**src/design/di_pkg.sv**
```systemverilog
`timescale 1ns / 1ps
// ---------------------------------------------------------------------------
// di_pkg: shared constants, types and functions
// Widths, controller command/status structs and the 8-point transform.
// ---------------------------------------------------------------------------
package di_pkg;

  localparam int BlockSide  = 8;
  localparam int BlockItems = BlockSide * BlockSide;
  localparam int IdxW       = $clog2(BlockItems);
  localparam int SideW      = $clog2(BlockSide);
  localparam int CoefW      = 32;

  localparam logic KindFull = 1'b0;
  localparam logic KindDc   = 1'b1;

  typedef logic [CoefW-1:0] word_t;
  typedef word_t [BlockSide-1:0] vec_t;

  // Commands from the controller to the datapath.
  typedef struct packed {
    logic              load;      // store an accepted item
    logic              first;     // item is the first of a block
    logic [IdxW-1:0]   load_idx;
    logic              rd_en;     // read coefficient memory
    logic [IdxW-1:0]   rd_idx;
    logic              cap;       // capture read data into line buffer
    logic [SideW-1:0]  cap_pos;
    logic              xf_col;    // 0: row pass, 1: column pass
    logic              wr_en;     // write one transformed word back
    logic [SideW-1:0]  wr_pos;
    logic [IdxW-1:0]   wr_idx;
    logic              out_rd;    // read both memories for output
    logic [IdxW-1:0]   out_idx;
    logic              out_cap;   // register output sample
    logic              out_last;
  } cmd_t;

  // Status back to the controller.
  typedef struct packed {
    logic dc_mode;
  } sts_t;

  function automatic word_t asr(input word_t x, input int unsigned n);
    asr = word_t'($signed(x) >>> n);
  endfunction

  function automatic vec_t xform8(input vec_t d);
    word_t a0, a1, a2, a3, a4, a5, a6, a7;
    word_t b0, b1, b2, b3, b4, b5, b6, b7;
    vec_t  r;
    a0 = d[0] + d[4];
    a2 = d[0] - d[4];
    a4 = asr(d[2], 1) - d[6];
    a6 = asr(d[6], 1) + d[2];
    b0 = a0 + a6; b2 = a2 + a4; b4 = a2 - a4; b6 = a0 - a6;
    a1 = d[5] - d[3] - d[7] - asr(d[7], 1);
    a3 = d[1] + d[7] - d[3] - asr(d[3], 1);
    a5 = d[7] - d[1] + d[5] + asr(d[5], 1);
    a7 = d[3] + d[5] + d[1] + asr(d[1], 1);
    b1 = asr(a7, 2) + a1;
    b3 = a3 + asr(a5, 2);
    b5 = asr(a3, 2) - a5;
    b7 = a7 - asr(a1, 2);
    r[0] = b0 + b7; r[7] = b0 - b7;
    r[1] = b2 + b5; r[6] = b2 - b5;
    r[2] = b4 + b3; r[5] = b4 - b3;
    r[3] = b6 + b1; r[4] = b6 - b1;
    xform8 = r;
  endfunction

endpackage

```
**src/design/di_ctrl.sv**
```systemverilog
`timescale 1ns / 1ps
// ---------------------------------------------------------------------------
// di_ctrl: sequencer for load, transform passes and output
// ---------------------------------------------------------------------------
module di_ctrl (
  input  logic         clk_i,
  input  logic         rst_ni,
  input  logic         in_valid_i,
  output logic         in_ready_o,
  output logic         out_valid_o,
  input  logic         out_ready_i,
  output di_pkg::cmd_t cmd_o,
  input  di_pkg::sts_t sts_i
);

  localparam logic [2:0] StLoad = 3'd0;
  localparam logic [2:0] StRead = 3'd1;
  localparam logic [2:0] StWrite = 3'd2;
  localparam logic [2:0] StOut  = 3'd3;
  localparam logic [2:0] StEmit = 3'd4;

  logic [2:0] state_q, state_d;
  logic [di_pkg::IdxW-1:0] cnt_q, cnt_d;   // item / output index
  logic [di_pkg::SideW-1:0] line_q, line_d;
  logic [di_pkg::SideW:0] pos_q, pos_d;    // read/write step within a line
  logic pass_q, pass_d;
  logic rd_v_q;
  logic ov_q, ov_d;
  logic [di_pkg::SideW-1:0] rpos;
  logic acc;

  assign in_ready_o  = state_q == StLoad;
  assign acc         = in_valid_i & in_ready_o;
  assign out_valid_o = ov_q;
  assign rpos        = pos_q[di_pkg::SideW-1:0];

  function automatic logic [di_pkg::IdxW-1:0] addr(input logic col,
      input logic [di_pkg::SideW-1:0] ln, input logic [di_pkg::SideW-1:0] p);
    addr = col ? {p, ln} : {ln, p};
  endfunction

  always_comb begin
    state_d = state_q; cnt_d = cnt_q; line_d = line_q;
    pos_d = pos_q; pass_d = pass_q; ov_d = ov_q;
    cmd_o = '0;
    cmd_o.load     = acc;
    cmd_o.first    = acc && cnt_q == '0;
    cmd_o.load_idx = cnt_q;
    cmd_o.xf_col   = pass_q;
    cmd_o.cap      = rd_v_q;
    cmd_o.cap_pos  = rpos - 1'b1;
    case (state_q)
      StLoad: if (acc) begin
        cnt_d = cnt_q + 1'b1;
        if (cnt_q == '1) begin
          line_d = '0; pos_d = '0; pass_d = 1'b0;
          state_d = StRead;
        end
      end
      StRead: begin
        if (sts_i.dc_mode) begin
          state_d = StOut;
        end else if (pos_q[di_pkg::SideW]) begin
          pos_d = '0; state_d = StWrite;
        end else begin
          cmd_o.rd_en  = 1'b1;
          cmd_o.rd_idx = addr(pass_q, line_q, rpos);
          pos_d = pos_q + 1'b1;
        end
        if (pos_q == '0) cmd_o.cap = 1'b0;
      end
      StWrite: begin
        cmd_o.wr_en  = 1'b1;
        cmd_o.wr_pos = rpos;
        cmd_o.wr_idx = addr(pass_q, line_q, rpos);
        pos_d = pos_q + 1'b1;
        if (rpos == '1) begin
          pos_d = '0; line_d = line_q + 1'b1; state_d = StRead;
          if (line_q == '1) begin
            if (pass_q) state_d = StOut;
            pass_d = ~pass_q;
          end
        end
      end
      StOut: begin
        cmd_o.out_rd = 1'b1; cmd_o.out_idx = cnt_q; state_d = StEmit;
      end
      StEmit: begin
        cmd_o.out_cap  = !ov_q;
        cmd_o.out_last = cnt_q == '1;
        if (!ov_q) ov_d = 1'b1;
        else if (out_ready_i) begin
          ov_d = 1'b0; cnt_d = cnt_q + 1'b1;
          state_d = cnt_q == '1 ? StLoad : StOut;
        end
      end
      default: state_d = StLoad;
    endcase
  end

  always_ff @(posedge clk_i or negedge rst_ni) begin
    if (!rst_ni) begin
      state_q <= StLoad; cnt_q <= '0; line_q <= '0; pos_q <= '0;
      pass_q <= 1'b0; rd_v_q <= 1'b0; ov_q <= 1'b0;
    end else begin
      state_q <= state_d; cnt_q <= cnt_d; line_q <= line_d; pos_q <= pos_d;
      pass_q <= pass_d; rd_v_q <= cmd_o.rd_en; ov_q <= ov_d;
    end
  end

  assert property (@(posedge clk_i) disable iff (!rst_ni)
    in_ready_o |-> !out_valid_o) else $error("accept while output pending");
  assert property (@(posedge clk_i) disable iff (!rst_ni)
    (out_valid_o && !out_ready_i) |=> out_valid_o) else $error("output dropped");
  assert property (@(posedge clk_i) disable iff (!rst_ni)
    !(cmd_o.load && cmd_o.wr_en)) else $error("write port conflict");

endmodule

```
**config.mk**
```make
export PLATFORM = sky130hd
export DESIGN_NAME = di_ctrl
export DESIGN_NICKNAME = d
export VERILOG_FILES = /design/src/design/di_pkg.sv /design/src/design/di_ctrl.sv
export SDC_FILE = /design/constraint.sdc
export NUM_CORES = 1
export LEC_CHECK = 0
export ABC_CLOCK_PERIOD_IN_PS = 1900
export BUFFER_PORTS_ARGS = -buffer_cell sky130_fd_sc_hd__buf_4
export CAP_MARGIN = 20
export CELL_PAD_IN_SITES_DETAIL_PLACEMENT = 1
export CELL_PAD_IN_SITES_GLOBAL_PLACEMENT = 1
export CORE_UTILIZATION = 36
export DETAILED_ROUTE_END_ITERATION = 10
export PLACE_DENSITY_LB_ADDON = 0.1
export SLEW_MARGIN = 20
export SYNTH_ARGS = -nofsm -noshare
export SYNTH_HDL_FRONTEND = slang
export SYNTH_SLANG_ARGS = --single-unit
```
**constraint.sdc**
```tcl
create_clock -name clk_i -period 1.9 [get_ports clk_i]
set_input_delay 0.19 -clock clk_i [delete_from_list [all_inputs] [get_ports clk_i]]
set_output_delay 0.19 -clock clk_i [all_outputs]
set_load 0.01 [all_outputs]
```
## After elaboration in Yosys (flattened, before gate mapping)

Index checks and enable logic that the tools add are counted.

| storage, ports and cells | value |
|---|---|
| register bits after elaboration | 19 |
| input bits | 5 |
| logic and storage cells | 81 |
| output and inout port bits | 41 |

| cells by class | value |
|---|---|
| multiplexer cells | 40 |
| equal/unequal tests | 15 |
| $add $sub $neg | 4 |
| bitwise gates (word level) | 2 |
| reductions and logical operators | 13 |

Operators by type and width:

| kind | number |
|---|---|
| 2-to-1 mux 3 bit | 11 |
| 2-to-1 mux 6 bit | 4 |
| 2-to-1 mux 7 bit | 3 |
| 2-to-1 mux 4 bit | 5 |
| one-hot mux 3 bit (5 select lines) | 1 |
| one-hot mux 4 bit (3 select lines) | 1 |
| one-hot mux 6 bit (2 select lines) | 1 |
| AND reduction 4 bit | 3 |
| 2-to-1 mux 10 bit | 1 |
| != test 2 bit, second input constant | 5 |
| == test 3 bit, second input constant | 3 |
| 2-to-1 mux 8 bit | 1 |
| 2-to-1 mux 1 bit | 7 |
| adder 6 x 1 -> 6 bit, second input constant | 1 |
| == test 3 x 2 -> 1 bit, second input constant | 2 |
| == test 6 bit, second input constant | 1 |
| zero test 6 bit | 1 |
| 2-to-1 mux 2 bit | 3 |
| one-hot mux 3 bit (2 select lines) | 1 |
| AND reduction 6 bit | 1 |
| AND reduction 5 bit | 1 |
| adder 4 x 1 -> 4 bit, second input constant | 1 |
| zero test 4 bit | 1 |
| != test 2 x 1 -> 1 bit, second input constant | 2 |
| other kinds (12) | 13 |

## Logic depth before layout (Yosys ltp)

Gate-level depths: netlist of run 1.

| depth | value |
|---|---|
| depth in word-level cells | 5 |
| depth in mapped cells | 7 |
| depth with buffers taken out | 6 |

## Worst setup path after synthesis of run 1

OpenSTA, ideal clock, no wires.

| timing | value |
|---|---|
| path type | register to register |
| start | reg cnt_q[0] in the netlist's numbering |
| end | reg pos_q[2] in the netlist's numbering |
| path buffers | 0 |
| cell stages (with the launch flop) | 6 |
| slack | 0.401 ns |
| period minus slack after synthesis | 1.499 ns |
| data arrival time | 1.373 ns |
| path through | dfrtp_1 ha_1 nand4_1 o21ai_1 nand3b_2 a221o_1 |

| on the way | value |
|---|---|
| longest elaborated chain between the ends | 3 |

Ends and longest elaborated chain:

| item | RTL line | RTL |
|---|---|---|
| from (decl) | di_ctrl.sv:23 | `logic [di_pkg::IdxW-1:0] cnt_q, cnt_d;` |
| from (signal assigned) | di_ctrl.sv:106 | `state_q <= state_d; cnt_q <= cnt_d; line_q <= line_d; pos_q <= pos_d;` |
| == test 6 bit | di_ctrl.sv:55 | `if (cnt_q == '1) begin` |
| != test 2 x 1 -> 1 bit (no line) | n/a |  |
| AND reduction 4 bit (no line) | n/a |  |
| to (signal assigned) | di_ctrl.sv:106 |  |
| to (decl) | di_ctrl.sv:25 | `logic [di_pkg::SideW:0] pos_q, pos_d;` |

Every way passes these cells.
A chain may end at the register's enable or synchronous reset.

==> impl_metrics.json, run 1 <==
{
  "power_density_nw_per_um2": 1690,
  "synth.avg_cell_area_um2": 8.87,
  "crit_type": "reg2out",
  "drive_gt1_share_pct": 32.5,
  "cts_buffer_depth": 2,
  "period_minus_slack_ps": 1770,
  "overflow": 0,
  "grt_first_pass_wirelength_um": 6260,
  "syn_inst": 150,
  "routed_wl_um": 3670,
  "hold_ws_ps": 262,
  "gp_congestion": 0.781,
  "clkLatencyLatePin_ps": 260,
  "initial_core_util_pct": 38.6,
  "wire_per_inst_um": 15.3,
  "htree_num_levels": 1,
  "worst_hold_startpoint": "out_ready_i",
  "power_frac_clock_pct": 9.6,
  "finalHoldViolCount": 0,
  "io_pins": 46,
  "cp-start-kind": "flip-flop",
  "area_growth_pct": 32.2,
  "cts_tree": "built",
  "synth.cell_area_um2": 1330,
  "finClkSkew_ps": 5.94,
  "setup_viol": 0,
  "finalNetCount": 208,
  "intPower_mw": 1.59,
  "p_switching_mw": 1.38,
  "period_share_pct": 93.4,
  "rows": 21,
  "cts-root-buf": "clkbuf_8",
  "crit_chain": "ha_1 -> nand4_1 -> or2_2 -> nor2_1 -> buf_4",
  "ys_ff_latch": 19,
  "status": "finished clean",
  "reg2reg_to": "pos_q[2]$_DFFE_PN0P_",
  "synth_top_flop_cell": "dfrtp_1",
  "async_flop_share_pct": 100,
  "seq_area_frac_synth_pct": 35.7,
  "max_freq_mhz": 564,
  "cp.arrival_ps": 1580,
  "p_leak_nw": 0.882,
  "die_w_um": 62.8,
  "netSwitchingFraction_pct": 46.4,
  "drt_iter0_drc": 29,
  "drv_slew": 0,
  "tightestPinTransition_ps": 454,
  "drc": 0,
  "drv_cap": 0,
  "reg2reg_depth": 5,
  "portBuffers": 45,
  "clk_pin_slew_ps": 80,
  "cts_sinks": 19,
  "worst_slew_margin_rel_pct": 69.7,
  "hold_depth": 4,
  "via_per_inst": 5.15,
  "min_path_type": "in2reg",
  "combinationalPowerShare_pct": 57.8,
  "chipHeight_um": 62.8,
  "cp-end-kind": "primary output",
  "rrSetupSlack_ps": 300,
  "synth_cell_types": 42,
  "cp_slowest_cell": "dfrtp_1",
  "slowest_delay_ps": 400,
  "grt_pass1_vias": 1266,
  "via_count": 1236,
  "num_antenna_cells": 0,
  "syn_nets": 163,
  "core_um2": 3440,
  "dr.pass1.iters": 4,
  "postRouteAntennaNets": 0,
  "synth-warning-count": 0,
  "grt_use_total_pct": 20.3,
  "postCtsSetupBuffers": 0,
  "rsz0062_at_grt": "false",
  "synth_edf_count": 0,
  "place_hpwl_um": 2870,
  "pwr-share-seq_pct": 32.6,
  "r2r_start": "pos_q[1]$_DFFE_PN0P_",
  "cts_buffers": 3,
  "cp_max_fo": 4,
  "die-area_um2": 3940,
  "required_ps": 1710,
  "setup-tns-final_ps": 0,
  "hold_end": "out_valid_o$_DFFE_PN0N_",
  "antenna_found_initial": 0,
  "ir_worst_vdd_mv": 0.596,
  "grt_max_degree": 20
}
-- cell type report --
cell class / count / area [µm²]
Sequential cell: 19 / 478
Clock buffer: 4 / 45.0
Multi-Input combinational cell: 112 / 777
Timing Repair Buffer: 47 / 355
Tap cell: 46 / 57.6
Fill cell: 425 / 1680
Inverter: 12 / 45.0
-- worst max-delay path: cells and delay by family (launching register included) --
kind | cells | cell delay (ps)
adder cells (fa/ha/maj) | 1 | 220
flip-flops | 1 | 400
buffers and inverters | 1 | 130
AND/OR/NAND/NOR | 3 | 580
-- per-stage QoR --
stage	util, %	setup WS, ps	std cells	cell area (µm²)	power [mW]
3_5_place_dp	49.2	306	235	1690	2.67
3_3_place_gp	49.2	362	235	1690	2.61
6_report	51.1	126	240	1760	2.97
2_1_floorplan	-	401	150	1330	1.98
4_1_cts	50.8	26.5	240	1750	2.97
5_1_grt	51.1	35.9	240	1760	3.23
-- cells by family (layout without fill, tap and decap cells) --
group | count (synthesis) | count (layout) | synth area share [%]
compound gates | 22 | 22 | 12.7
xor+xnor | 6 | 6 | 3.95
fa+ha+maj | 8 | 8 | 7.53
buf+inv | 19 | 63 | 6.30
flops | 19 | 19 | 35.7
mux | 9 | 9 | 6.87
simple gates | 67 | 67 | 26.9
-- worst max path at each step --
stage | startpoint | to | slack (ps) | cells after the start
floorplan | cnt_q[0]$_DFFE_PN0P_ | pos_q[2]$_DFFE_PN0P_ | 400 | 5
global placement | pos_q[1]$_DFFE_PN0P_ | pos_q[2]$_DFFE_PN0P_ | 360 | 5
detailed placement | cnt_q[0]$_DFFE_PN0P_ | pos_q[2]$_DFFE_PN0P_ | 310 | 5
CTS | state_q[1]$_DFFE_PN0P_ | cmd_o[27] | 30 | 4
global route | state_q[2]$_DFFE_PN0P_ | cmd_o[27] | 40 | 4
finish | cnt_q[0]$_DFFE_PN0P_ | cmd_o[0] | 130 | 5
-- synthesized netlist by cell type, types with 2 or more instances --
master      n  share of area [%]
a21oi_1     2               0.75
a22o_1      2                1.3
a22oi_1     2                1.1
and2_1      6                2.8
and3_1      3                1.4
buf_2       4                1.5
buf_4       2                1.1
dfrtp_1    19                 36
ha_1        8                7.5
inv_1      10                2.8
inv_2       2               0.56
mux2i_1     8                6.0
nand2_1    13                3.7
nand2b_1    3                1.4
nand3_1     2               0.75
nand4_1     3                1.4
nor2_1     18                5.1
nor2_2      2               0.94
nor2b_1     2               0.94
nor3_1      3                1.1
nor4_1      5                2.4
o211ai_1    2                1.1
o21ai_0     3                1.1
o21ai_1     2               0.75
o2bb2ai_1   3                2.0
xnor2_1     4                2.6
xor2_1      2                1.3
-- metal layers --
metal  vias up  track usage (%)  wire (µm)
met2        28             34.8       1770
li1        605                -          -
met4         0             5.23         21
met3         2             2.19         90
met5         -                0          0
met1       601             27.0       1780
-- placed cells by master (no fill, tap or decap), drive strengths merged, types with 2 or more instances in the layout --
cell	Yosys	routed
ha	8	8
o2bb2ai	3	3
o211ai	2	2
a21oi	2	2
nor2b	2	2
nand4	3	3
o21ai	5	5
nand2b	3	3
a22o	2	2
nand2	15	15
inv	12	12
buf	6	46
dfrtp	19	19
nor4	5	5
nor2	20	20
and3	3	3
nand3	2	2
xnor2	4	4
mux2i	8	8
and2	6	6
a22oi	2	2
xor2	2	2
clkbuf	1	4
nor3	4	4
-- registers in the layout, indices dropped and copies added (netlist names) --
name / cells
cnt_q: 6
out_valid_o: 1
pass_q: 1
rd_v_q: 1
line_q: 3
pos_q: 4
state_q: 3
-- repair_timing --
item                                    CTS  global route
hold buffers                              1             0
gates resized for setup                   0             3
hold endpoints to repair                 19             0
endpoints found under the setup margin    0            10
-- power groups by stage --
| stage | Sequential (mW) | Clock, mW | Combinational, mW |
|---|---|---|---|
| 3_5_place_dp | 0.963 | 0 | 1.71 |
| 3_3_place_gp | 0.943 | 0 | 1.67 |
| 4_1_cts | 0.954 | 0.292 | 1.72 |
| 5_1_grt | 1.02 | 0.315 | 1.89 |
| 2_1_floorplan | 0.796 | 0 | 1.18 |
| 6_report | 0.969 | 0.286 | 1.72 |
Note: power is estimated with default switching activity, not from simulation.
==> inputs of run 2 (changes only) <==
--- a/config.mk
+++ b/config.mk
@@ -5,12 +5,12 @@
 export SDC_FILE = /design/constraint.sdc
 export NUM_CORES = 1
 export LEC_CHECK = 0
-export ABC_CLOCK_PERIOD_IN_PS = 1900
+export ABC_CLOCK_PERIOD_IN_PS = 1600
 export BUFFER_PORTS_ARGS = -buffer_cell sky130_fd_sc_hd__buf_4
 export CAP_MARGIN = 20
 export CELL_PAD_IN_SITES_DETAIL_PLACEMENT = 1
 export CELL_PAD_IN_SITES_GLOBAL_PLACEMENT = 1
-export CORE_UTILIZATION = 36
+export CORE_UTILIZATION = 33
 export DETAILED_ROUTE_END_ITERATION = 10
 export PLACE_DENSITY_LB_ADDON = 0.1
 export SLEW_MARGIN = 20
==> constraint.sdc (replaced) <==
create_clock -name clk_i -period 1.6 [get_ports clk_i]
set_input_delay 0.16 -clock clk_i [delete_from_list [all_inputs] [get_ports clk_i]]
set_output_delay 0.16 -clock clk_i [all_outputs]
set_load 0.01 [all_outputs]
==> impl_metrics.json, run 2 (synthesis results as in run 1) <==
{
  "status": "finished with violations",
  "violations": "negative setup slack",
  "crit_start": "cnt_q[0]$_DFFE_PN0P_",
  "max_freq_mhz": 616,
  "drc": 0,
  "cts_sinks": 19,
  "setup_viol": 5,
  "cts-root-buf": "clkbuf_8",
  "drt_iter0_drc": 28,
  "setup-tns-final_ps": -70.7,
  "core_um2": 3770,
  "clkLatencyLatePin_ps": 250,
  "drv_cap": 0,
  "wire_per_inst_um": 15.4,
  "initial_core_util_pct": 35.3,
  "fin_cells": 266,
  "placed_cell_area_um2": 1790,
  "io_pins": 46,
  "finalNetCount": 232,
  "grt_pass1_vias": 1442,
  "chipHeight_um": 65.5,
  "worst_hold_startpoint": "out_ready_i",
  "period_share_pct": 101,
  "htree_num_levels": 1,
  "worst_slew_margin_rel_pct": 79.4,
  "via_per_inst": 5.05,
  "ir_worst_vdd_mv": 0.850,
  "overflow": 0,
  "dr.pass1.iters": 4,
  "num_antenna_cells": 0,
  "area_growth_pct": 49.2,
  "rsz0062_at_grt": "true",
  "gp_congestion": 0.752,
  "portBuffers": 45,
  "power_density_nw_per_um2": 2040,
  "grt_first_pass_wirelength_um": 6890,
  "hold_ws_ps": 202,
  "grt_use_total_pct": 21.1,
  "finClkSkew_ps": 1.75,
  "reg2reg_depth": 5,
  "rows": 22,
  "largest_reg_flops": 6,
  "layout_commonest_cell": "buf_4",
  "required_ps": 1440,
  "cts_buffer_depth": 2,
  "drive_gt1_share_pct": 45.0,
  "r2r_start": "cnt_q[0]$_DFFE_PN0P_",
  "cts_buffers": 3,
  "finalInstanceArea_um2": 1980,
  "via_count": 1343,
  "dp_cells": 249,
  "cp.arrival_ps": 1460,
  "routed_wl_um": 4110,
  "layout_common_cells": "69 x buf_4, 17 x nor2_1, 15 x dfrtp_1",
  "top_regs": "cnt_q x6, pos_q x4",
  "hold_depth": 4,
  "drv_slew": 0,
  "place_hpwl_um": 3040,
  "cp-end-kind": "primary output",
  "clk_pin_slew_ps": 80,
  "fillers": 464,
  "cp_max_fo": 3,
  "die_w_um": 65.5,
  "pre_cts_ws_ps": 5.45,
  "layout_setup_ws_ps": -22.8,
  "antenna_found_initial": 0,
  "min_path_type": "in2reg",
  "postRouteAntennaNets": 0,
  "tightestPinTransition_ps": 307,
  "finalHoldViolCount": 0,
  "grt_max_degree": 20,
  "cts_tree": "built",
  "p_leak_nw": 0.999,
  "die-area_um2": 4290,
  "crit_type": "reg2out",
  "period_minus_slack_ps": 1620,
  "cp-start-kind": "flip-flop",
  "regMostFlops": "cnt_q"
}
run 2: cell types whose count changed in the layout (fill, tap and decap cells not counted), moves of 2 or more:
cell / delta
nor4_1: -2
dfrtp_2: +2
dfrtp_1: -2
inv_2: +2
inv_1: -2
nor4_2: +2
ha_2: +2
ha_1: -2
buf_4: +23
nor3_1: -2
run 2: critical path, stage by stage (launching register included):
cell	delay [ps]
dfrtp_1	370
ha_2	190
nand4_1	160
or2_4	300
nor2_2	70
buf_4	120
run 2: area by class of cell:
type / instances / area, µm² / area share (%)
Tap cell: 48 / 60.1 / 3.03
Sequential cell: 19 / 480 / 24.2
Inverter: 12 / 45.0 / 2.27
Clock buffer: 4 / 45.0 / 2.27
Timing Repair Buffer: 70 / 528 / 26.6
Multi-Input combinational cell: 113 / 826 / 41.6
run 2: per-stage QoR:
step           utilization, %  total power [mW]
2_1_floorplan               -              2.35
3_3_place_gp             47.4              3.31
3_5_place_dp             47.4              3.41
4_1_cts                  51.6              4.00
5_1_grt                  52.6              4.42
6_report                 52.6              4.05
run 2: report_power, final:
part / switching [mW] / internal [mW] / total [mW]
clock network: 0.166 / 0.177 / 0.343
registers: 0.306 / 0.709 / 1.02
logic: 1.33 / 1.36 / 2.69
total: 1.81 / 2.24 / 4.05
run 2: worst paths after layout:
path	end	slack [ps]
worst max-delay path	cmd_o[0]	-20
worst min-delay path	out_valid_o$_DFFE_PN0N_	200
worst max register to register	pos_q[2]$_DFFE_PN0P_	-20
worst min register to register	cnt_q[5]$_DFFE_PN0P_	580
max in group asynchronous	state_q[1]$_DFFE_PN0P_	1050
min in group asynchronous	line_q[1]$_DFFE_PN0P_	320
run 2: what timing repair did:
item / in CTS / in global routing
endpoints found under the hold margin: 19 / 0
hold buffers: 1 / 0
pin swaps: 2 / 5
cloned: 1 / 0
setup buffers: 10 / 1
resized for setup: 8 / 9
setup endpoints to repair: 26 / 31
run 2: metal layers:
| layer | global-route usage [%] | routed length [µm] |
|---|---|---|
| met5 | 0 | 0 |
| met4 | 4.89 | 17 |
| met3 | 2.43 | 167 |
| met2 | 40.1 | 2210 |
| met1 | 25.0 | 1720 |
==> inputs of run 3 (changes only) <==
--- a/config.mk
+++ b/config.mk
@@ -10,7 +10,8 @@
 export CAP_MARGIN = 20
 export CELL_PAD_IN_SITES_DETAIL_PLACEMENT = 1
 export CELL_PAD_IN_SITES_GLOBAL_PLACEMENT = 1
-export CORE_UTILIZATION = 33
+export CORE_UTILIZATION = 34
+export CTS_BUF_LIST = sky130_fd_sc_hd__clkbuf_8
 export DETAILED_ROUTE_END_ITERATION = 10
 export PLACE_DENSITY_LB_ADDON = 0.1
 export SLEW_MARGIN = 20
==> impl_metrics.json, run 3 (synthesis results as in run 1) <==
{
  "finalInstanceArea_um2": 2030,
  "crit_buf_inv": 2,
  "wire_per_inst_um": 16.5,
  "pwr-share-seq_pct": 24.2,
  "violations": "negative setup slack",
  "rows": 22,
  "power_frac_clock_pct": 8.2,
  "hold_ws_ps": 197,
  "worst_slew_margin_rel_pct": 76.5,
  "cts_buffers": 3,
  "placed_cell_area_um2": 1770,
  "chipHeight_um": 64.5,
  "overflow": 0,
  "reg2reg_depth": 5,
  "gp_congestion": 0.760,
  "antenna_found_initial": 0,
  "multi_input_area_um2": 867,
  "tightestPinTransition_ps": 350,
  "finalNetCount": 229,
  "num_antenna_cells": 0,
  "portBuffers": 45,
  "intPower_mw": 2.33,
  "grt_use_total_pct": 21.5,
  "die_w_um": 64.5,
  "cp.arrival_ps": 1500,
  "cp-end-kind": "primary output",
  "cts_tree": "built",
  "die-area_um2": 4170,
  "drive_gt1_share_pct": 46.5,
  "max_freq_mhz": 602,
  "rsz0062_at_grt": "true",
  "largest_reg_flops": 6,
  "crit_type": "reg2out",
  "layout_setup_ws_ps": -60.0,
  "period_minus_slack_ps": 1660,
  "drt_iter0_drc": 26,
  "reg2reg_to": "cnt_q[4]$_DFFE_PN0P_",
  "drv_slew": 0,
  "crit_chain": "clkinvlp_4 -> nor4_1 -> buf_4",
  "r2r_start": "state_q[1]$_DFFE_PN0P_",
  "fin_cells": 263,
  "slowest_delay_ps": 480,
  "cp_slowest_cell": "dfrtp_2",
  "cp-start-kind": "flip-flop",
  "clk_pin_slew_ps": 80,
  "clkLatencyLatePin_ps": 270,
  "core_um2": 3720,
  "required_ps": 1440,
  "regArea_um2": 480,
  "crit_family": "flip-flops",
  "finalHoldViolCount": 0,
  "hold_end": "out_valid_o$_DFFE_PN0N_",
  "cts_sinks": 19,
  "finClkSkew_ps": 6.17,
  "dp_cells": 247,
  "total_power_mw": 4.25,
  "io_pins": 46,
  "ir_worst_vdd_mv": 0.895,
  "via_count": 1352,
  "cts_buffer_depth": 2,
  "layout_commonest_cell": "buf_4",
  "routed_wl_um": 4350,
  "area_growth_pct": 52.9,
  "drc": 0,
  "period_share_pct": 104,
  "power_density_nw_per_um2": 2090,
  "cts-root-buf": "clkbuf_8",
  "combinationalPowerShare_pct": 67.6,
  "grt_max_degree": 20,
  "postRouteAntennaNets": 0,
  "cp_max_fo": 8,
  "via_per_inst": 5.14,
  "top_regs": "cnt_q x6, pos_q x4",
  "layout_common_cells": "62 x buf_4, 18 x nor2_1, 15 x dfrtp_1",
  "min_path_type": "in2reg",
  "grt_first_pass_wirelength_um": 6730,
  "hold_depth": 4,
  "drv_cap": 0,
  "htree_num_levels": 1,
  "grt_pass1_vias": 1370,
  "netSwitchingFraction_pct": 45.1,
  "setup_viol": 9,
  "initial_core_util_pct": 35.8,
  "place_hpwl_um": 3020,
  "p_leak_nw": 1.01,
  "rrSetupSlack_ps": 70,
  "dr.pass1.iters": 3,
  "status": "finished with violations",
  "fillers": 440,
  "worst_hold_startpoint": "out_ready_i",
  "p_switching_mw": 1.92,
  "regMostFlops": "cnt_q"
}
[run 3: cell count changes in the layout (fill, tap and decap cells not counted), moves of 2 or more]
cell and change:
and2_4 +2, buf_4 -7, and2_1 -2, nor2_2 -2
buf_6 +5, nand2_1 -2
[run 3: worst max path at each step]
stage | from | endpoint | cells past startpoint
3_3_place_gp | state_q[1]$_DFFE_PN0P_ | cmd_o[5] | 4
6_report | state_q[0]$_DFFE_PN0P_ | cmd_o[3] | 3
5_1_grt | state_q[0]$_DFFE_PN0P_ | cmd_o[3] | 3
2_1_floorplan | cnt_q[0]$_DFFE_PN0P_ | pos_q[2]$_DFFE_PN0P_ | 5
4_1_cts | state_q[0]$_DFFE_PN0P_ | cmd_o[37] | 4
3_5_place_dp | cnt_q[0]$_DFFE_PN0P_ | pos_q[2]$_DFFE_PN0P_ | 5
[run 3: repair_timing]
item                                    CTS  global route
cloned                                    0             0
hold endpoints to repair                 19             0
pin swaps                                 3             9
setup buffers                             7             4
resized for setup                        14            17
endpoints found under the setup margin   20            32
hold buffers                              1             0
[run 3: stage by stage]
stage / utilization (%) / setup TNS [ps] / setup WS [ps]
after global placement: 47.7 / 0 / 97.5
after detailed placement: 47.7 / 0 / 52.3
after global routing: 54.7 / -1700 / -150
final: 54.7 / -326 / -60.0
after CTS: 51.9 / -18.6 / -18.6
after floorplan: - / 0 / 101
[run 3: power groups by stage]
stage                     Combinational (mW)  Clock (mW)  Sequential (mW)
final                                   2.87       0.349             1.03
after floorplan                         1.40           0            0.945
after global routing                    3.10       0.375             1.06
after CTS                               2.60       0.345             1.02
after detailed placement                2.35           0             1.03
after global placement                  2.26           0             1.01
[run 3: metal layers]
metal | track usage (%) | vias to the layer above | part of all wire [%]
met5 | 0 | - | 0
met4 | 10.0 | 0 | 2.1
met3 | 2.46 | 9 | 3.0
met2 | 41.4 | 35 | 57
met1 | 22.9 | 664 | 38
li1 | - | 644 | -
[run 3: cell type report]
type                       instances  area share (%)
clock buffer                       3            2.03
clock inverter                     1           0.185
inverter                          12            2.40
multi-input combinational        112            42.6
sequential                        19            23.6
tap                               48            2.95
timing repair buffer              68            26.2
[run 3: worst register-to-register path, delay by kind of cell, from the launching register on]
kind,cells,cell delay [ps]
DFF,1,470
and+or+nand+nor,2,380
AOI/OAI and AO/OA,1,250
xor gates and xnor gates,1,170
buffers and inverters,1,180
